<file path="config.mk">
export PLATFORM = sky130hd
export DESIGN_NAME = i2c_register_access_master_flat
export DESIGN_NICKNAME = d
export VERILOG_FILES = /design/src/rtl/i2cram_pkg.sv /design/src/rtl/i2cram_req_if.sv /design/src/rtl/i2cram_rsp_if.sv /design/src/rtl/i2c_register_access_master.sv /design/src/rtl/i2cram_regs.sv /design/src/rtl/i2cram_seq.sv /design/src/flat_wrapper.sv
export SDC_FILE = /design/constraint.sdc
export NUM_CORES = 1
export LEC_CHECK = 0
export BUFFER_PORTS_ARGS = -buffer_cell sky130_fd_sc_hd__buf_4
export CAP_MARGIN = 30
export CORE_MARGIN = 2
export CORE_UTILIZATION = 25
export DETAILED_ROUTE_END_ITERATION = 8
export PLACE_DENSITY = 0.38
export SYNTH_ARGS = -nofsm -noshare
export SYNTH_HDL_FRONTEND = slang
export SYNTH_HIERARCHICAL = 1
export SYNTH_SLANG_ARGS = --single-unit
</file>
<file path="constraint.sdc">
create_clock -name clk -period 4.1 [get_ports clk]
set_input_delay 1.23 -clock clk [delete_from_list [all_inputs] [get_ports clk]]
set_output_delay 1.23 -clock clk [all_outputs]
set_load 0.05 [all_outputs]
</file>
<file path="src/rtl/i2cram_pkg.sv">
// i2cram_pkg: shared types and constants of the i2c register access master
// used by the register file, the sequencer and the top level
package i2cram_pkg;

	localparam int APB_ADDR_W = 4;

	// register indexes (byte address bits [3:2])
	localparam logic [1:0] REG_DEVICE_ADDRESS = 2'd0;
	localparam logic [1:0] REG_UNIT_TICKS     = 2'd1;
	localparam logic [1:0] REG_ACK_TIMEOUT    = 2'd2;

	localparam logic [7:0]  RST_DEVICE_ADDRESS = 8'd208;
	localparam logic [15:0] RST_UNIT_TICKS     = 16'd1;
	localparam logic [7:0]  RST_ACK_TIMEOUT    = 8'd200;

	// item kinds
	localparam logic [1:0] KIND_TICK  = 2'd0;
	localparam logic [1:0] KIND_WRITE = 2'd1;
	localparam logic [1:0] KIND_READ  = 2'd2;

	// sequence stages, upper three bits of the step
	localparam logic [2:0] STG_IDLE    = 3'd0;
	localparam logic [2:0] STG_START   = 3'd1;
	localparam logic [2:0] STG_BYTE0   = 3'd2;
	localparam logic [2:0] STG_BYTE1   = 3'd3;
	localparam logic [2:0] STG_BYTE2   = 3'd4;
	localparam logic [2:0] STG_RESTART = 3'd5;
	localparam logic [2:0] STG_RX      = 3'd6;
	localparam logic [2:0] STG_STOP    = 3'd7;

	localparam logic [5:0] STEP_IDLE    = {STG_IDLE, 3'd0};
	localparam logic [5:0] STEP_START   = {STG_START, 3'd0};
	localparam logic [5:0] STEP_BYTE0   = {STG_BYTE0, 3'd0};
	localparam logic [5:0] STEP_BYTE1   = {STG_BYTE1, 3'd0};
	localparam logic [5:0] STEP_BYTE2   = {STG_BYTE2, 3'd0};
	localparam logic [5:0] STEP_RESTART = {STG_RESTART, 3'd0};
	localparam logic [5:0] STEP_RX      = {STG_RX, 3'd0};
	localparam logic [5:0] STEP_STOP    = {STG_STOP, 3'd0};
	localparam logic [5:0] STEP_RX_SAMPLE = {STG_RX, 3'd2};

	localparam logic [3:0] BITS_PER_BYTE = 4'd8;

	typedef struct packed {
		logic [7:0]  device_address;
		logic [15:0] unit_ticks;
		logic [7:0]  ack_timeout;
	} cfg_t;

	typedef struct packed {
		logic [1:0] kind;
		logic [7:0] reg_address;
		logic [7:0] write_data;
		logic       sda_sampled;
	} item_t;

	typedef struct packed {
		logic       scl_level;
		logic       sda_pull_low;
		logic       busy_res;
		logic       done_res;
		logic [7:0] read_byte;
		logic       ack_missing;
	} result_t;

endpackage

</file>
<file path="src/rtl/i2cram_req_if.sv">
// i2cram_req_if: input channel carrying ticks and commands
// depends on nothing
interface i2cram_req_if;
	logic       valid;
	logic       ready;
	logic [1:0] kind;
	logic [7:0] reg_address;
	logic [7:0] write_data;
	logic       sda_sampled;

	modport source (output valid, kind, reg_address, write_data, sda_sampled, input ready);
	modport sink (input valid, kind, reg_address, write_data, sda_sampled, output ready);
endinterface

</file>
<file path="src/rtl/i2cram_rsp_if.sv">
// i2cram_rsp_if: result channel carrying pin levels and status
// depends on nothing
interface i2cram_rsp_if;
	logic       valid;
	logic       ready;
	logic       scl_level;
	logic       sda_pull_low;
	logic       busy_res;
	logic       done_res;
	logic [7:0] read_byte;
	logic       ack_missing;

	modport source (output valid, scl_level, sda_pull_low, busy_res, done_res, read_byte,
		ack_missing, input ready);
	modport sink (input valid, scl_level, sda_pull_low, busy_res, done_res, read_byte,
		ack_missing, output ready);
endinterface

</file>
<file path="src/rtl/i2c_register_access_master.sv">
// i2c_register_access_master: top level of the pin-level i2c register master
// depends on i2cram_pkg, i2cram_req_if, i2cram_rsp_if, i2cram_regs, i2cram_seq
//
//   channel  dir  handshake        payload
//   req      in   valid/ready      kind, reg_address, write_data, sda_sampled
//   rsp      out  valid/ready      scl_level, sda_pull_low, busy_res, done_res,
//                                  read_byte, ack_missing
//   apb      in   psel/penable     device_address, unit_ticks, ack_timeout
//
// one transaction per clock while rsp is not stalled: an accepted item is held in the
// input register, the sequencer updates its state from it and the result is registered
// in the output register together with the sequencer state; the output register drives
// rsp.valid and the result fields
// the combinational sequencer update between the two registers sets the rate; nothing iterates
// arst_n clears the sequencer to idle and both channel registers to empty
// a stalled rsp holds the output register; the input register then holds its item
// and req.ready drops until rsp drains
module i2c_register_access_master import i2cram_pkg::*; (
	input  logic                  clk,
	input  logic                  arst_n,
	input  logic                  psel,
	input  logic                  penable,
	input  logic                  pwrite,
	input  logic [APB_ADDR_W-1:0] paddr,
	input  logic [31:0]           pwdata,
	output logic [31:0]           prdata,
	output logic                  pready,
	i2cram_req_if.sink            req,
	i2cram_rsp_if.source          rsp
);

	cfg_t    cfg;
	item_t   item_s1;
	logic    valid_s1;
	result_t res_d;
	result_t res_q;
	logic    res_valid_q;
	logic    out_free;
	logic    step_en;

	// configuration registers
	i2cram_regs u_regs (
		.clk     (clk),
		.arst_n  (arst_n),
		.psel    (psel),
		.penable (penable),
		.pwrite  (pwrite),
		.paddr   (paddr),
		.pwdata  (pwdata),
		.prdata  (prdata),
		.pready  (pready),
		.cfg     (cfg)
	);

	// output slot is free when empty or being taken this cycle
	assign out_free  = ~res_valid_q | rsp.ready;
	assign step_en   = valid_s1 & out_free;
	assign req.ready = ~valid_s1 | step_en;

	// valid flags of the input and output registers
	always_ff @(posedge clk or negedge arst_n) begin
		if (!arst_n) begin
			valid_s1    <= 1'b0;
			res_valid_q <= 1'b0;
		end else begin
			if (req.ready) valid_s1 <= req.valid;
			if (out_free) res_valid_q <= valid_s1;
		end
	end

	always_ff @(posedge clk) begin
		if (req.valid && req.ready) begin
			item_s1.kind        <= req.kind;
			item_s1.reg_address <= req.reg_address;
			item_s1.write_data  <= req.write_data;
			item_s1.sda_sampled <= req.sda_sampled;
		end
		if (step_en) res_q <= res_d;
	end

	// sequencer, advanced once per item
	i2cram_seq u_seq (
		.clk     (clk),
		.arst_n  (arst_n),
		.cfg     (cfg),
		.step_en (step_en),
		.item    (item_s1),
		.res     (res_d)
	);

	// result register to the rsp channel
	assign rsp.valid        = res_valid_q;
	assign rsp.scl_level    = res_q.scl_level;
	assign rsp.sda_pull_low = res_q.sda_pull_low;
	assign rsp.busy_res     = res_q.busy_res;
	assign rsp.done_res     = res_q.done_res;
	assign rsp.read_byte    = res_q.read_byte;
	assign rsp.ack_missing  = res_q.ack_missing;

endmodule

</file>
<file path="src/rtl/i2cram_regs.sv">
// i2cram_regs: apb configuration registers
// depends on i2cram_pkg
module i2cram_regs import i2cram_pkg::*; (
	input  logic                  clk,
	input  logic                  arst_n,
	input  logic                  psel,
	input  logic                  penable,
	input  logic                  pwrite,
	input  logic [APB_ADDR_W-1:0] paddr,
	input  logic [31:0]           pwdata,
	output logic [31:0]           prdata,
	output logic                  pready,
	output cfg_t                  cfg
);

	cfg_t cfg_q;
	logic wr_en;

	assign pready = 1'b1;
	assign wr_en  = psel & penable & pwrite & pready;

	always_ff @(posedge clk or negedge arst_n) begin
		if (!arst_n) begin
			cfg_q.device_address <= RST_DEVICE_ADDRESS;
			cfg_q.unit_ticks     <= RST_UNIT_TICKS;
			cfg_q.ack_timeout    <= RST_ACK_TIMEOUT;
		end else if (wr_en) begin
			case (paddr[3:2])
				REG_DEVICE_ADDRESS: cfg_q.device_address <= pwdata[7:0];
				REG_UNIT_TICKS:     cfg_q.unit_ticks     <= pwdata[15:0];
				REG_ACK_TIMEOUT:    cfg_q.ack_timeout    <= pwdata[7:0];
				default: ;
			endcase
		end
	end

	always_comb begin
		case (paddr[3:2])
			REG_DEVICE_ADDRESS: prdata = {24'd0, cfg_q.device_address};
			REG_UNIT_TICKS:     prdata = {16'd0, cfg_q.unit_ticks};
			REG_ACK_TIMEOUT:    prdata = {24'd0, cfg_q.ack_timeout};
			default:            prdata = 32'd0;
		endcase
	end

	assign cfg = cfg_q;

endmodule

</file>
<file path="src/rtl/i2cram_seq.sv">
// i2cram_seq: pin-level sequencer state and its one-item update
// depends on i2cram_pkg
module i2cram_seq import i2cram_pkg::*; (
	input  logic    clk,
	input  logic    arst_n,
	input  cfg_t    cfg,
	input  logic    step_en,
	input  item_t   item,
	output result_t res
);

	typedef struct packed {
		logic       scl;
		logic       low;
		logic [2:0] units;
	} levels_t;

	logic [5:0]  step_q, step_n;
	logic [3:0]  bit_q, bit_n;
	logic [7:0]  shift_q, shift_n;
	logic [15:0] dly_q, dly_n;
	logic [7:0]  cnt_q, cnt_n;
	logic        is_read_q, is_read_n;
	logic [7:0]  reg_q, reg_n;
	logic [7:0]  data_q, data_n;
	logic [7:0]  recv_q, recv_n;
	logic        err_q, err_n;

	function automatic levels_t step_levels(input logic [5:0] step, input logic msb);
		levels_t    lv;
		logic [2:0] stg;
		logic [2:0] seg;
		stg = step[5:3];
		seg = step[2:0];
		lv.scl   = 1'b1;
		lv.low   = 1'b0;
		lv.units = 3'd1;
		case (stg)
			STG_START, STG_RESTART: begin
				if (seg <= 3'd1) begin
					lv.low   = seg[0];
					lv.units = 3'd4;
				end
			end
			STG_BYTE0, STG_BYTE1, STG_BYTE2: begin
				lv.scl = 1'b0;
				if (seg <= 3'd2) begin
					lv.scl   = (seg == 3'd1);
					lv.low   = ~msb;
					lv.units = 3'd2;
				end else if (seg == 3'd3) begin
					lv.units = 3'd3;
				end else if (seg == 3'd4) begin
					lv.units = 3'd0;
				end else begin
					lv.scl = (seg == 3'd6);
				end
			end
			STG_RX: begin
				lv.scl   = (seg == 3'd2);
				lv.units = (seg == 3'd1) ? 3'd2 : 3'd1;
			end
			STG_STOP: begin
				lv.scl   = (seg != 3'd0);
				lv.low   = (seg != 3'd2);
				lv.units = 3'd4;
			end
			default: ;
		endcase
		return lv;
	endfunction

	levels_t     lv;
	logic        cmd;
	logic        do_adv;
	logic        do_after;
	logic        fin;
	logic [5:0]  cur_step;
	logic [15:0] per_unit;
	logic [16:0] dly_inc;
	logic [7:0]  cnt_inc;
	logic [3:0]  bit_inc;
	logic [2:0]  stg_q;
	logic [2:0]  seg_q;

	assign stg_q    = step_q[5:3];
	assign seg_q    = step_q[2:0];
	assign per_unit = (cfg.unit_ticks == 16'd0) ? 16'd1 : cfg.unit_ticks;
	assign dly_inc  = {1'b0, dly_q} + 17'd1;
	assign cnt_inc  = cnt_q + 8'd1;
	assign bit_inc  = bit_q + 4'd1;

	always_comb begin
		step_n    = step_q;
		bit_n     = bit_q;
		shift_n   = shift_q;
		dly_n     = dly_q;
		cnt_n     = cnt_q;
		is_read_n = is_read_q;
		reg_n     = reg_q;
		data_n    = data_q;
		recv_n    = recv_q;
		err_n     = err_q;
		do_adv    = 1'b0;
		do_after  = 1'b0;
		fin       = 1'b0;

		cmd = ((item.kind == KIND_WRITE) || (item.kind == KIND_READ)) && (step_q == STEP_IDLE);
		if (cmd) begin
			is_read_n = (item.kind == KIND_READ);
			reg_n     = item.reg_address;
			data_n    = item.write_data;
			err_n     = 1'b0;
			step_n    = STEP_START;
			dly_n     = 16'd0;
			cnt_n     = 8'd0;
		end
		cur_step = cmd ? STEP_START : step_q;
		lv = step_levels(cur_step, shift_q[7]);

		// tick: advance the waveform of the current step
		if ((item.kind == KIND_TICK) && (step_q != STEP_IDLE)) begin
			if (lv.units == 3'd0) begin
				// ack wait
				if (!item.sda_sampled) begin
					do_adv = 1'b1;
				end else begin
					cnt_n = cnt_inc;
					if (cnt_inc == cfg.ack_timeout) begin
						err_n    = 1'b1;
						do_after = 1'b1;
					end
				end
			end else begin
				if ((step_q == STEP_RX_SAMPLE) && (dly_q == 16'd0) && (cnt_q == 8'd0)) begin
					shift_n = {shift_q[6:0], item.sda_sampled};
				end
				if (dly_inc >= {1'b0, per_unit}) begin
					dly_n = 16'd0;
					cnt_n = cnt_inc;
					if (cnt_inc >= {5'd0, lv.units}) do_adv = 1'b1;
				end else begin
					dly_n = dly_inc[15:0];
				end
			end
		end

		if (do_adv) begin
			dly_n = 16'd0;
			cnt_n = 8'd0;
			case (stg_q)
				STG_START, STG_RESTART: begin
					if (seg_q == 3'd0) begin
						step_n = step_q + 6'd1;
					end else if (stg_q == STG_START) begin
						shift_n = cfg.device_address;
						bit_n   = 4'd0;
						step_n  = STEP_BYTE0;
					end else begin
						shift_n = cfg.device_address + 8'd1;
						bit_n   = 4'd0;
						step_n  = STEP_BYTE2;
					end
				end
				STG_BYTE0, STG_BYTE1, STG_BYTE2: begin
					if (seg_q == 3'd2) begin
						shift_n = {shift_q[6:0], 1'b0};
						bit_n   = bit_inc;
						step_n  = (bit_inc >= BITS_PER_BYTE) ? step_q + 6'd1 : step_q - 6'd2;
					end else if (seg_q == 3'd7) begin
						do_after = 1'b1;
					end else begin
						step_n = step_q + 6'd1;
					end
				end
				STG_RX: begin
					if (seg_q == 3'd2) begin
						bit_n = bit_inc;
						if (bit_inc >= BITS_PER_BYTE) begin
							recv_n = shift_n;
							step_n = STEP_STOP;
						end else begin
							step_n = step_q - 6'd1;
						end
					end else begin
						step_n = step_q + 6'd1;
					end
				end
				STG_STOP: begin
					if (seg_q >= 3'd2) begin
						step_n = STEP_IDLE;
						fin    = 1'b1;
					end else begin
						step_n = step_q + 6'd1;
					end
				end
				default: step_n = STEP_IDLE;
			endcase
		end

		// byte finished, by ack or by timeout
		if (do_after) begin
			dly_n = 16'd0;
			cnt_n = 8'd0;
			case (stg_q)
				STG_BYTE0: begin
					shift_n = reg_q;
					bit_n   = 4'd0;
					step_n  = STEP_BYTE1;
				end
				STG_BYTE1: begin
					if (is_read_q) begin
						step_n = STEP_RESTART;
					end else begin
						shift_n = data_q;
						bit_n   = 4'd0;
						step_n  = STEP_BYTE2;
					end
				end
				default: begin
					if (is_read_q) begin
						shift_n = 8'd0;
						bit_n   = 4'd0;
						step_n  = STEP_RX;
					end else begin
						step_n = STEP_STOP;
					end
				end
			endcase
		end

		res.scl_level    = lv.scl;
		res.sda_pull_low = lv.low;
		res.busy_res     = (step_n != STEP_IDLE);
		res.done_res     = fin;
		res.read_byte    = recv_n;
		res.ack_missing  = err_n;
	end

	always_ff @(posedge clk or negedge arst_n) begin
		if (!arst_n) begin
			step_q    <= STEP_IDLE;
			bit_q     <= 4'd0;
			shift_q   <= 8'd0;
			dly_q     <= 16'd0;
			cnt_q     <= 8'd0;
			is_read_q <= 1'b0;
			reg_q     <= 8'd0;
			data_q    <= 8'd0;
			recv_q    <= 8'd0;
			err_q     <= 1'b0;
		end else if (step_en) begin
			step_q    <= step_n;
			bit_q     <= bit_n;
			shift_q   <= shift_n;
			dly_q     <= dly_n;
			cnt_q     <= cnt_n;
			is_read_q <= is_read_n;
			reg_q     <= reg_n;
			data_q    <= data_n;
			recv_q    <= recv_n;
			err_q     <= err_n;
		end
	end

endmodule
</file>
<file path="src/flat_wrapper.sv">
// flat-port wrapper written by rule: the top's interface ports become plain ports
module i2c_register_access_master_flat import i2cram_pkg::*;
  (clk, arst_n, psel, penable, pwrite, paddr, pwdata, prdata, pready, req_valid, req_kind, req_reg_address, req_write_data, req_sda_sampled, req_ready, rsp_valid, rsp_scl_level, rsp_sda_pull_low, rsp_busy_res, rsp_done_res, rsp_read_byte, rsp_ack_missing, rsp_ready);
  i2cram_req_if req_i ();
  i2cram_rsp_if rsp_i ();
  input  logic clk;
  input  logic arst_n;
  input  logic psel;
  input  logic penable;
  input  logic pwrite;
  input  logic [APB_ADDR_W-1:0] paddr;
  input  logic [31:0] pwdata;
  output logic [31:0] prdata;
  output logic pready;
  input wire logic [$bits(req_i.valid)-1:0] req_valid;
  input wire logic [$bits(req_i.kind)-1:0] req_kind;
  input wire logic [$bits(req_i.reg_address)-1:0] req_reg_address;
  input wire logic [$bits(req_i.write_data)-1:0] req_write_data;
  input wire logic [$bits(req_i.sda_sampled)-1:0] req_sda_sampled;
  output wire logic [$bits(req_i.ready)-1:0] req_ready;
  output wire logic [$bits(rsp_i.valid)-1:0] rsp_valid;
  output wire logic [$bits(rsp_i.scl_level)-1:0] rsp_scl_level;
  output wire logic [$bits(rsp_i.sda_pull_low)-1:0] rsp_sda_pull_low;
  output wire logic [$bits(rsp_i.busy_res)-1:0] rsp_busy_res;
  output wire logic [$bits(rsp_i.done_res)-1:0] rsp_done_res;
  output wire logic [$bits(rsp_i.read_byte)-1:0] rsp_read_byte;
  output wire logic [$bits(rsp_i.ack_missing)-1:0] rsp_ack_missing;
  input wire logic [$bits(rsp_i.ready)-1:0] rsp_ready;
  assign req_i.valid = req_valid;
  assign req_i.kind = req_kind;
  assign req_i.reg_address = req_reg_address;
  assign req_i.write_data = req_write_data;
  assign req_i.sda_sampled = req_sda_sampled;
  assign req_ready = req_i.ready;
  assign rsp_valid = rsp_i.valid;
  assign rsp_scl_level = rsp_i.scl_level;
  assign rsp_sda_pull_low = rsp_i.sda_pull_low;
  assign rsp_busy_res = rsp_i.busy_res;
  assign rsp_done_res = rsp_i.done_res;
  assign rsp_read_byte = rsp_i.read_byte;
  assign rsp_ack_missing = rsp_i.ack_missing;
  assign rsp_i.ready = rsp_ready;
  i2c_register_access_master u_core (.clk(clk), .arst_n(arst_n), .psel(psel), .penable(penable), .pwrite(pwrite), .paddr(paddr), .pwdata(pwdata), .prdata(prdata), .pready(pready), .req(req_i), .rsp(rsp_i));
endmodule
</file>
==> results of run 1 <==
[per-layer routing]
metal | up-vias | part of all wire [%] | GRT usage [%]
met3 | 33 | 4.4 | 2.632
met5 | - | 0 | 0
met2 | 183 | 41 | 21.60
li1 | 3725 | - | -
met4 | 0 | 2.1 | 5.824
met1 | 3722 | 52 | 24.41
[final timing paths]
path	cells past startpoint	startpoint	slack [ns]	to
min	1	u_core/item_s1[10]$_DFFE_PP_	0.47	u_core/u_seq/reg_q[1]$_DFFE_PN0P_
min in group asynchronous	1	arst_n	0.87	u_core/u_seq/reg_q[7]$_DFFE_PN0P_
min reg2reg	1	u_core/item_s1[10]$_DFFE_PP_	0.47	u_core/u_seq/reg_q[1]$_DFFE_PN0P_
max	18	u_core/u_seq/dly_q[0]$_DFFE_PN0P_	0.24	u_core/u_seq/shift_q[7]$_DFFE_PN0P_
max in group asynchronous	2	arst_n	2.37	u_core/u_seq/cnt_q[4]$_DFFE_PN0P_
max reg2reg	18	u_core/u_seq/dly_q[0]$_DFFE_PN0P_	0.24	u_core/u_seq/shift_q[7]$_DFFE_PN0P_
[state kept, by name (all words and copies together), names as in the netlist]
| name | flops |
|---|---|
| u_core/u_seq/step_q | 6 |
| u_core/rsp.valid | 1 |
| u_core/u_seq/err_q | 1 |
| u_core/rsp.read_byte | 8 |
| u_core/u_seq/bit_q | 4 |
| u_core/u_seq/dly_q | 16 |
| u_core/u_seq/shift_q | 8 |
| u_core/u_seq/reg_q | 8 |
| u_core/item_s1 | 19 |
| u_core/rsp.done_res | 1 |
| u_core/valid_s1 | 1 |
| u_core/u_seq/data_q | 8 |
| u_core/rsp.ack_missing | 1 |
| u_core/rsp.sda_pull_low | 1 |
| u_core/u_seq/cnt_q | 8 |
| u_core/u_seq/is_read_q | 1 |
| u_core/u_seq/recv_q | 8 |
| u_core/u_regs/cfg | 32 |
| u_core/rsp.scl_level | 1 |
| u_core/rsp.busy_res | 1 |
[Yosys cell counts (9+ instances only)]
library cell | n | share of area [%]
a21o_1 | 11 | 0.92
a21oi_1 | 32 | 1.8
a22oi_1 | 12 | 1.0
a31oi_1 | 21 | 1.5
a41oi_1 | 10 | 0.97
and2_1 | 11 | 0.77
and3_1 | 11 | 0.77
buf_2 | 14 | 0.78
buf_4 | 23 | 1.9
clkbuf_1 | 33 | 1.4
dfrtp_1 | 95 | 26
edfxtp_1 | 32 | 11
ha_1 | 37 | 5.2
inv_1 | 36 | 1.5
mux2_2 | 44 | 5.5
mux2i_1 | 24 | 2.7
nand2_1 | 103 | 4.3
nand2b_1 | 13 | 0.91
nand3_1 | 30 | 1.7
nor2_1 | 38 | 1.6
nor2b_1 | 9 | 0.63
nor3_1 | 17 | 0.95
nor4_1 | 9 | 0.63
o211ai_1 | 15 | 1.3
o21ai_0 | 51 | 2.8
o22ai_1 | 18 | 1.3
o31ai_1 | 9 | 0.75
or3_1 | 10 | 0.70
xnor2_1 | 18 | 1.8
xor2_1 | 17 | 1.7
[power groups by stage]
| stage | sequential [uW] | clock, uW | combinational [uW] |
|---|---|---|---|
| after floorplan | 1800 | 0 | 1760 |
| after global placement | 1840 | 0 | 2850 |
| after detailed placement | 1840 | 0 | 2840 |
| after CTS | 1820 | 1670 | 2860 |
| after global routing | 1850 | 1730 | 3180 |
| final | 1820 | 1610 | 2900 |
[critical path, cell delays in order (launching register included)]
cell,delay [ns]
dfrtp_1,0.37
and3_1,0.18
nand3_1,0.11
nor2_2,0.15
and3_4,0.23
nand2_1,0.08
xnor2_1,0.16
ha_1,0.35
nand3_2,0.12
nor3_1,0.25
a2111oi_2,0.08
buf_4,0.14
o211ai_1,0.14
o21ai_2,0.16
buf_4,0.17
o21a_2,0.24
buf_12,0.16
or3_1,0.37
a221oi_2,0.28
[kinds of logic (layout without fill, tap and decap cells)]
| kind of cell | Yosys count | in the layout | synth area share (%) |
|---|---|---|---|
| AO/OA/AOI/OAI | 252 | 252 | 19.37 |
| XOR/XNOR | 35 | 35 | 3.412 |
| adder cells (fa/ha/maj) | 37 | 37 | 5.153 |
| buffers and inverters | 116 | 247 | 6.602 |
| flip-flops | 134 | 134 | 39.21 |
| multiplexers | 76 | 76 | 9.527 |
| other | 2 | 17 | 0.08360 |
| AND/OR/NAND/NOR | 287 | 287 | 16.64 |
[layout make-up]
type	count	area, um^2
clock inverter	12	138.9
clock buffer	20	479.2
tap	461	576.8
fill	3720	24240
inverter	37	138.9
timing repair buffer	178	1375
sequential	134	3522
multi-input combinational	704	5012
[through the flow]
| step | total power (uW) | worst slack, ns | hold WS, ns | util (%) |
|---|---|---|---|---|
| after floorplan | 3563 | 0.002103 | 0.4497 | - |
| after global placement | 4694 | 0.05028 | 0.4610 | 29.65 |
| after detailed placement | 4683 | 0.03982 | 0.4642 | 29.67 |
| after CTS | 6348 | 0.01532 | 0.4740 | 31.41 |
| after global routing | 6764 | -0.006347 | 0.4808 | 31.69 |
| final | 6333 | 0.2438 | 0.4711 | 31.69 |
[timing repair]
item	in CTS	in global routing
pin swaps	1	3
buffers inserted	0	2
resized for setup	0	20
endpoints found under the setup margin	1	51
==> qor.txt, run 1 <==
outcome -> complete, no violations
Clock transition at path regs -> 0.07 ns
largest net degree at the start of global routing -> 61
first-pass GRT wire length -> 45560 um
DRT Pass-1 Iters -> 5
ys flop type -> dfrtp_1
clk sink count -> 134
FF+latch count, synth -> 134
Max-Cap Viols -> 0
fin crit share -> 94.05%
dpl cells -> 1512
fraction of layout cells with a size suffix above 1 -> 28.02%
row count -> 69
Power Dens Cells -> 563.3 mW/mm^2
Critical Path AT -> 4.20 ns
Final Hold Fails -> 0
non-filler cells, final -> 1546
crit path kind -> reg2reg
proportion of power drawn by the clock network -> 25.5%
Comb pwr share -> 45.8%
Skew-Pair Late Insertion Delay -> 0.44 ns
Final Slew Violations -> 0
sw frac -> 41.69%
vias in the first global route -> 7381
max_slew headroom -> 41.05%
core region area -> 0.03548 mm^2
Critical Path RT -> 4.45 ns
CP Capture Type -> flop
CTS max path bufs -> 2
dpl cell area -> 0.01053 mm^2
Routed wire per std cell -> 18.94 um
Post-Syn Instances -> 939
async set or reset register ratio after synthesis -> 76.12%
residual DRC count -> 0
most frequent cells in the layout -> buf_4, nand2_1, dfrtp_1
HPWL after DPL -> 21970 um
clock root buffer -> clkbuf_16
largest fanout on the critical path -> 19
cell area after synthesis -> 0.008984 mm^2
Max Fclk -> 0.2593 GHz
library cells used by synthesis -> 89
Inserted Clock Buffers -> 17
register share of total power -> 28.7%
vias per cell -> 4.957
I/O Buffers -> 74
floorplan die height -> 193.6 um
starting DRC count in detailed routing -> 488
hold buffer count at CTS -> 0
die area -> 0.03747 mm^2
final setup fails -> 0
Layout Nets -> 1171
final non-filler cell area -> 0.01124 mm^2
DR vias -> 7663
area grow syn2layout -> 25.15%
total global-route track usage -> 15.79%
Internal Dissipation -> 3693 uW
Final Wtd Congestion -> 0.8612
commonest non-fill, non-tap cell in the layout -> buf_4
number of synthesized flops with an enable pin -> 32
initial antenna violation count -> 0
Yosys warnings -> 6
ANT nets after route -> 0
sequential fraction of the synthesis area -> 39.21%
Worst Hold Class -> reg2reg
I/O Pins -> 110
peak supply drop -> 297.1 uV
initial core utilization -> 25.32%
clock skew -> 0.01524 ns
Mapped Avg Cell Area -> 9.567 um^2
Psw -> 2640 uW
Startpoint Class -> flop
grt ovf -> 0
Die W -> 193.6 um
Leak -> 0.004784 uW
final wirelength -> 29290 um
Fin Setup TNS -> 0 ns
n_diodes -> 0
CTS H-tree lvls -> 4
CTS tree -> done
worst slew pin tran -> 0.8833 ns
Tmin final -> 3.856 ns
Note: power is estimated with default switching activity, not from simulation.
==> run 2: changes to the inputs <==
--- a/config.mk
+++ b/config.mk
@@ -5,6 +5,7 @@
 export SDC_FILE = /design/constraint.sdc
 export NUM_CORES = 1
 export LEC_CHECK = 0
+export ABC_AREA = 1
 export BUFFER_PORTS_ARGS = -buffer_cell sky130_fd_sc_hd__buf_4
 export CAP_MARGIN = 30
 export CORE_MARGIN = 2
==> run 2 against run 1 <==
  * Routed wire length grew 4.1%
  * Sequential share of layout area shrank 0.46 points
  * Synthesized area rose by 5.8%
  * Synthesized cell count rose by 42%
  * Maximum frequency is 3.3% higher
  * Non-clock buffer count is 47 lower
  * Power grew 14%
  * First-iteration DRC count shrank 3.7%
  * Clock-buffer cell count down 3
  * Critical path type unchanged
  * Largest power group unchanged
==> qor.txt, run 2 <==
met3 wire len -> 991 um (was 1283 um)
Layout Nets -> 1532 (was 1171)
max layer used -> met4 (unchanged)
most frequent cells in the layout -> nand2_1, inv_1, buf_4 (was buf_4, nand2_1, dfrtp_1)
Met1 Wirelength -> 16010 um (was 15330 um)
register share of total power -> 27.2% (was 28.7%)
n_diodes -> 0 (unchanged)
final setup fails -> 0 (unchanged)
initial antenna violation count -> 0 (unchanged)
initial core utilization -> 25.29% (was 25.32%)
FILL cells -> 4186 (was 3720)
Routed wire per std cell -> 15.58 um (was 18.94 um)
Yosys top cell area share -> 25.01% (was 26.46%)
RSZ-0062 raised after global routing -> false
Leak -> 0.005645 uW (was 0.004784 uW)
Largest register FFs -> 32 (unchanged)
CTS H-tree lvls -> 4 (unchanged)
Die W -> 199.0 um (was 193.6 um)
most frequent cells after synthesis -> nand2_1, inv_1, nand3_1, dfrtp_1, nor2_1 (was nand2_1, dfrtp_1, o21ai_0, mux2_2, nor2_1)
core region area -> 0.03758 mm^2 (was 0.03548 mm^2)
largest net degree at the start of global routing -> 103 (was 61)
clock root buffer -> clkbuf_16 (unchanged)
I/O Buffers -> 74 (unchanged)
Startpoint Class -> flop (unchanged)
starting DRC count in detailed routing -> 470 (was 488)
vias per cell -> 4.561 (was 4.957)
outcome -> complete, no violations (unchanged)
Power Dens Cells -> 630.6 mW/mm^2 (was 563.3 mW/mm^2)
largest cells by area after synthesis -> dfrtp_1, nand2_1, edfxtp_1 (was dfrtp_1, edfxtp_1, mux2_2)
CP Capture Type -> flop (unchanged)
Post-Syn Instances -> 1329 (was 939)
I/O Pins -> 110 (unchanged)
area leader, netlist -> dfrtp_1 (unchanged)
final core occ -> 30.37% (was 31.69%)
sequential cell area -> 0.003522 mm^2 (unchanged)
crit path kind -> reg2reg (unchanged)
DRT Pass-1 Iters -> 7 (was 5)
number of synthesized flops with an enable pin -> 32 (unchanged)
Yosys warnings -> 6 (unchanged)
HPWL after DPL -> 22140 um (was 21970 um)
Final Slew Violations -> 0 (unchanged)
sequential fraction of the synthesis area -> 37.06% (was 39.21%)
ys flop type -> dfrtp_1 (unchanged)
fraction of layout cells with a size suffix above 1 -> 15.49% (was 28.02%)
clk sink count -> 134 (unchanged)
residual DRC count -> 0 (unchanged)
ANT nets after route -> 0 (unchanged)
Critical Path RT -> 4.28 ns (was 4.45 ns)
most numerous cell in the Yosys netlist -> nand2_1 (unchanged)
max_slew headroom -> 37.22% (was 41.05%)
wire length on met2 -> 13240 um (was 12060 um)
area grow syn2layout -> 20.08% (was 25.15%)
CTS tree -> done (unchanged)
proportion of power drawn by the clock network -> 20.4% (was 25.5%)
sw frac -> 48.26% (was 41.69%)
Final Hold Fails -> 0 (unchanged)
Final Wtd Congestion -> 0.8344 (was 0.8612)
final wirelength -> 30500 um (was 29290 um)
Worst Hold Class -> reg2reg (unchanged)
first-pass GRT wire length -> 49030 um (was 45560 um)
Tmin final -> 3.734 ns (was 3.856 ns)
FF+latch count, synth -> 134 (unchanged)
commonest non-fill, non-tap cell in the layout -> nand2_1 (was buf_4)
grt ovf -> 0 (unchanged)
Psw -> 3473 uW (was 2640 uW)
peak supply drop -> 329.6 uV (was 297.1 uV)
CTS max path bufs -> 2 (unchanged)
row count -> 71 (was 69)
Internal Dissipation -> 3723 uW (was 3693 uW)
Mapped Avg Cell Area -> 7.151 um^2 (was 9.567 um^2)
total global-route track usage -> 16.12% (was 15.79%)
floorplan die height -> 199.0 um (was 193.6 um)
cell area after synthesis -> 0.009504 mm^2 (was 0.008984 mm^2)
vias in the first global route -> 8591 (was 7381)
Max Fclk -> 0.2678 GHz (was 0.2593 GHz)
Comb pwr share -> 52.4% (was 45.8%)
clock skew -> 0.01898 ns (was 0.01524 ns)
die area -> 0.03959 mm^2 (was 0.03747 mm^2)
Clock transition at path regs -> 0.08 ns (was 0.07 ns)
largest fanout on the critical path -> 10 (was 19)
hold_ws -> 0.4448 ns (was 0.4711 ns)
Critical Path AT -> 3.91 ns (was 4.20 ns)
worst slew pin tran -> 0.9417 ns (was 0.8833 ns)
Fin Setup TNS -> 0 ns (unchanged)
multi-input logic area -> 0.005036 mm^2 (was 0.005012 mm^2)
Max-Cap Viols -> 0 (unchanged)
DR vias -> 8925 (was 7663)
Skew-Pair Late Insertion Delay -> 0.44 ns (about the same)
fin crit share -> 91.08% (was 94.05%)
async set or reset register ratio after synthesis -> 76.12% (unchanged)
library cells used by synthesis -> 56 (was 89)
Inserted Clock Buffers -> 17 (unchanged)
run 2: changes by cell type after synthesis, sizes merged, moves of 17 or more:
cell   before  now
nand2     104  447
inv        36  168
nand3      33  114
nor2       39   96
mux2       52    0
o21ai      60   86
mux2i      24    0
a31oi      21    2
a21oi      32   49
run 2: power by group through the flow:
stage / Clock (uW) / Combinational, uW / Sequential (uW)
2_1_floorplan: 0 / 2530 / 1920
3_3_place_gp: 0 / 3750 / 1970
3_5_place_dp: 0 / 3760 / 1980
4_1_cts: 1530 / 3780 / 1950
5_1_grt: 1580 / 4280 / 2000
6_report: 1470 / 3770 / 1950
run 2: final cells by class:
| type | count | share of cell area (%) |
|---|---|---|
| repair buffers | 131 | 8.870 |
| well taps | 511 | 5.602 |
| clock inverters | 15 | 1.020 |
| clock buffers | 17 | 3.728 |
| inverters | 172 | 5.789 |
| flip-flops and latches | 134 | 30.86 |
| multi-input cells | 977 | 44.13 |
run 2: worst max-delay path: stages (launching register included):
cell      delay (ns)
dfrtp_1         0.66
nand2_2         0.21
nor2_4          0.21
inv_1           0.16
o22ai_1         0.19
inv_1           0.11
ha_1            0.30
o21ai_0         0.07
nand2_1         0.07
a211oi_1        0.23
buf_4           0.16
nand4_1         0.09
nand2_1         0.14
nand2_4         0.06
buf_4           0.14
nand2_4         0.09
buf_4           0.17
nand2_1         0.05
o21ai_0         0.08
nor2_1          0.07
nor2_1          0.10
nand3_1         0.08
run 2: cells by family (layout without fill, tap and decap cells):
| family | Yosys count | in the layout | synth area share (%) |
|---|---|---|---|
| AOI/OAI and AO/OA | 202 | 202 | 12.88 |
| xor gates and xnor gates | 26 | 26 | 2.396 |
| other | 2 | 17 | 0.07902 |
| and+or+nand+nor | 695 | 695 | 31.81 |
| DFF | 134 | 134 | 37.06 |
| buffers and inverters | 233 | 335 | 10.91 |
| adders and majority gates | 37 | 37 | 4.871 |
run 2: per-stage QoR:
step | cells | worst slack, ns | total power [uW] | instance area, um^2
floorplan | 1344 | 0.4618 | 4451 | 9560
global placement | 1924 | 0.08552 | 5729 | 10840
detailed placement | 1925 | 0.1565 | 5740 | 10850
CTS | 1957 | 0.1336 | 7267 | 11390
global route | 1957 | 0.003901 | 7858 | 11410
finish | 1957 | 0.3656 | 7196 | 11410
run 2: repair_timing:
| action | CTS | global route |
|---|---|---|
| gates resized for setup | 0 | 7 |
| endpoints found under the setup margin | 0 | 43 |
| hold buffers | 0 | 0 |
| buffers inserted | 0 | 0 |
run 2: path summary, 6_finish.rpt:
kind	start	endpoint	cells past startpoint	slack, ns
max	u_core/u_seq/step_q[4]$_DFFE_PN0P_	u_core/rsp.busy_res$_DFFE_PP_	21	0.37
min	u_core/item_s1[15]$_DFFE_PP_	u_core/u_seq/reg_q[6]$_DFFE_PN0P_	2	0.44
max reg2reg	u_core/u_seq/step_q[4]$_DFFE_PN0P_	u_core/rsp.busy_res$_DFFE_PP_	21	0.37
min reg2reg	u_core/item_s1[15]$_DFFE_PP_	u_core/u_seq/reg_q[6]$_DFFE_PN0P_	2	0.44
max in group asynchronous	arst_n	u_core/u_seq/step_q[2]$_DFFE_PN0P_	2	2.74
min in group asynchronous	arst_n	u_core/u_regs/cfg[22]$_DFFE_PN0P_	2	0.84
run 2: layer usage:
layer,GRT usage (%),vias to the layer above
met5,0,-
met2,24.29,165
met1,23.91,4239
met3,2.560,13
met4,3.814,0
li1,-,4508
==> run 3: changes to the inputs <==
--- a/config.mk
+++ b/config.mk
@@ -9,9 +9,10 @@
 export BUFFER_PORTS_ARGS = -buffer_cell sky130_fd_sc_hd__buf_4
 export CAP_MARGIN = 30
 export CORE_MARGIN = 2
-export CORE_UTILIZATION = 25
+export CORE_UTILIZATION = 35
 export DETAILED_ROUTE_END_ITERATION = 8
-export PLACE_DENSITY = 0.38
+export MAX_ROUTING_LAYER = met4
+export PLACE_DENSITY = 0.5
 export SYNTH_ARGS = -nofsm -noshare
 export SYNTH_HDL_FRONTEND = slang
 export SYNTH_HIERARCHICAL = 1
==> run 3 against run 2 <==
  * Clock skew barely moved
  * Largest power group unchanged
  * Utilization rose by 11 points
  * Non-clock buffer count fell by 12
  * Sequential power barely moved
  * Worst hold slack improved by 0.0019 ns
  * First-iteration DRC count rose by 30%
  * Combinational power fell by 4%
  * Global-route usage rose by 4.4 points
  * Final area fell by 2.2%
  * Largest cell class unchanged
  * Critical path depth rose by 2
  * Routed wire length fell by 9.0%
  * Critical path type unchanged
==> qor.txt, run 3 (synthesized netlist as in run 2, its figures left out) <==
outcome -> complete, no violations (unchanged)
Final Hold Fails -> 0 (unchanged)
clk sink count -> 134 (unchanged)
Worst Hold Class -> reg2reg (unchanged)
hold path start -> u_core/item_s1[15]$_DFFE_PP_ (unchanged)
fin crit share -> 91.13% (was 91.08%)
R2R setup slack -> 0.36 ns (was 0.37 ns)
wire length on met2 -> 12240 um (was 13240 um)
residual DRC count -> 0 (unchanged)
hold buffer count at CTS -> 0 (unchanged)
CTS H-tree lvls -> 4 (unchanged)
hold depth -> 2 (unchanged)
Final Wtd Congestion -> 0.8594 (was 0.8344)
Met1 Wirelength -> 14070 um (was 16010 um)
CTS tree -> done (unchanged)
starting DRC count in detailed routing -> 609 (was 470)
FILL cells -> 2802 (was 4186)
setup bufs post-CTS -> 0 (unchanged)
RSZ-0062 raised after global routing -> true (was false)
Leak -> 0.005597 uW (was 0.005645 uW)
Startpoint Class -> flop (unchanged)
commonest non-fill, non-tap cell in the layout -> nand2_1 (unchanged)
max layer used -> met4 (unchanged)
proportion of power drawn by the clock network -> 21.9% (was 20.4%)
floorplan die height -> 168.8 um (was 199.0 um)
Psw -> 3466 uW (was 3473 uW)
final non-filler cell area -> 0.01116 mm^2 (was 0.01141 mm^2)
pre-CTS setup slack -> 0.07343 ns (was 0.1565 ns)
final setup fails -> 0 (unchanged)
ANT nets after route -> 0 (unchanged)
R2R depth -> 23 (was 21)
sw frac -> 48.54% (was 48.26%)
initial antenna violation count -> 0 (unchanged)
Largest register FFs -> 32 (unchanged)
final wirelength -> 27740 um (was 30500 um)
first-pass GRT wire length -> 44970 um (was 49030 um)
critical-path cell list -> nand3_1 > nor3_2 > inv_1 > nor3_1 > nand2_1 > nor2_1 > nand2_1 > nor3_1 > xor2_1 > ha_1 > nand2_1 > nor4_2 > nand3_1 > nand3_2 > nand2_1 > nand2_4 > nand3_1 > nand2_4 > inv_4 > nand2_1 > nand2_1 > nor2_2 > nand3_1 (was nand2_2 > nor2_4 > inv_1 > o22ai_1 > inv_1 > ha_1 > o21ai_0 > nand2_1 > a211oi_1 > buf_4 > nand4_1 > nand2_1 > nand2_4 > buf_4 > nand2_4 > buf_4 > nand2_1 > o21ai_0 > nor2_1 > nor2_1 > nand3_1)
Most Frequent Cell on Critical Path -> nand2_1
Worst path slowest cell -> dfrtp_1 (unchanged)
row count -> 60 (was 71)
Largest stage delay, worst path -> 0.40 ns (was 0.66 ns)
overall power -> 7142 uW (was 7196 uW)
FF-to-FF End -> u_core/rsp.busy_res$_DFFE_PP_ (unchanged)
clock root buffer -> clkbuf_16 (unchanged)
max_slew headroom -> 38.22% (was 37.22%)
R2R Path Start -> u_core/u_seq/dly_q[1]$_DFFE_PN0P_ (was u_core/u_seq/step_q[4]$_DFFE_PN0P_)
Internal Dissipation -> 3675 uW (was 3723 uW)
Inserted Clock Buffers -> 17 (unchanged)
hold endpoint -> u_core/u_seq/reg_q[6]$_DFFE_PN0P_ (unchanged)
Critical Path AT -> 3.92 ns (was 3.91 ns)
vias in the first global route -> 8435 (was 8591)
Routed wire per std cell -> 15.62 um (was 15.58 um)
I/O Buffers -> 74 (unchanged)
die area -> 0.02849 mm^2 (was 0.03959 mm^2)
area grow syn2layout -> 17.46% (was 20.08%)
worst path bufs/invs -> 2 (was 5)
Power Dens Cells -> 639.7 mW/mm^2 (was 630.6 mW/mm^2)
peak supply drop -> 294.3 uV (was 329.6 uV)
Skew-Pair Late Insertion Delay -> 0.44 ns (about the same)
Max Fclk -> 0.2676 GHz (was 0.2678 GHz)
fraction of layout cells with a size suffix above 1 -> 14.77% (was 15.49%)
largest net degree at the start of global routing -> 74 (was 103)
DR vias -> 8907 (was 8925)
dpl cell area -> 0.01053 mm^2 (was 0.01085 mm^2)
initial core utilization -> 35.46% (was 25.29%)
grt ovf -> 0 (unchanged)
CP delay by family, top -> simple AND/OR/NAND/NOR gates (unchanged)
most frequent cells in the layout -> nand2_1, inv_1, buf_4 (unchanged)
Clock transition at path regs -> 0.07 ns (was 0.08 ns)
I/O Pins -> 110 (unchanged)
final core occ -> 41.65% (was 30.37%)
HPWL after DPL -> 19770 um (was 22140 um)
register share of total power -> 27.3% (was 27.2%)
Max-Cap Viols -> 0 (unchanged)
vias per cell -> 5.015 (was 4.561)
core region area -> 0.02680 mm^2 (was 0.03758 mm^2)
Fin Setup TNS -> 0 ns (unchanged)
CP Capture Type -> flop (unchanged)
Die W -> 168.8 um (was 199.0 um)
CTS max path bufs -> 2 (unchanged)
n_diodes -> 0 (unchanged)
crit path kind -> reg2reg (unchanged)
Comb pwr share -> 50.8% (was 52.4%)
clock skew -> 0.01888 ns (was 0.01898 ns)
Critical Path RT -> 4.28 ns (about the same)
Tmin final -> 3.736 ns (was 3.734 ns)
largest fanout on the critical path -> 7 (was 10)
worst slew pin tran -> 0.9267 ns (was 0.9417 ns)
Layout Nets -> 1521 (was 1532)
Final Slew Violations -> 0 (unchanged)
DRT Pass-1 Iters -> 5 (was 7)
total global-route track usage -> 20.49% (was 16.12%)
final worst slack -> 0.3635 ns (was 0.3656 ns)
met3 wire len -> 1145 um (was 991 um)
[run 3: through the flow]
stage / instances / hold slack (ns)
final: 1776 / 0.4467
after global routing: 1776 / 0.4639
after CTS: 1775 / 0.4510
after detailed placement: 1743 / 0.4347
after global placement: 1742 / 0.4319
after floorplan: 1344 / 0.4254
[run 3: area by class of cell]
cell class / count / area, um^2 / area share (%)
multi-input combinational: 978 / 5056 / 45.29
sequential: 134 / 3522 / 31.55
timing repair buffer: 119 / 909.6 / 8.148
inverter: 172 / 660.6 / 5.918
tap: 341 / 426.7 / 3.822
clock buffer: 17 / 425.4 / 3.811
clock inverter: 15 / 162.7 / 1.457
[run 3: metal layers]
layer / GRT usage (%) / up-vias
met5: - / -
li1: - / 4511
met3: 2.572 / 27
met1: 29.48 / 4185
met2: 30.70 / 184
met4: 4.948 / 0
[run 3: how the worst max path moves through the flow]
stage / slack, ns / end / cells past startpoint / from
final: 0.36 / u_core/rsp.busy_res$_DFFE_PP_ / 23 / u_core/u_seq/dly_q[1]$_DFFE_PN0P_
after global routing: -0.01 / u_core/rsp.busy_res$_DFFE_PP_ / 23 / u_core/u_seq/dly_q[1]$_DFFE_PN0P_
after CTS: 0.002 / u_core/u_seq/dly_q[2]$_DFFE_PN0P_ / 22 / u_core/u_seq/step_q[0]$_DFFE_PN0P_
after detailed placement: 0.07 / u_core/u_seq/dly_q[9]$_DFFE_PN0P_ / 22 / u_core/u_seq/step_q[0]$_DFFE_PN0P_
after global placement: 0.11 / u_core/u_seq/dly_q[9]$_DFFE_PN0P_ / 18 / u_core/u_seq/dly_q[1]$_DFFE_PN0P_
after floorplan: 0.46 / u_core/rsp.busy_res$_DFFE_PP_ / 23 / u_core/u_seq/dly_q[2]$_DFFE_PN0P_
[run 3: what timing repair did]
item	4_1_cts	5_1_grt
endpoints found under the setup margin	0	59
resized for setup	0	8
hold endpoints to repair	0	0
[run 3: power by group through the flow]
stage / registers (uW) / logic (uW) / clock network, uW
CTS: 1950 / 3590 / 1590
floorplan: 1920 / 2530 / 0
detailed placement: 1970 / 3570 / 0
finish: 1950 / 3630 / 1560
global placement: 1970 / 3530 / 0
global route: 1990 / 4080 / 1650
[run 3: tightest hold or removal path, cell delays in order (launching register included)]
cell	delay (ns)
edfxtp_1	0.32
nand2_1	0.05
nand2_1	0.05
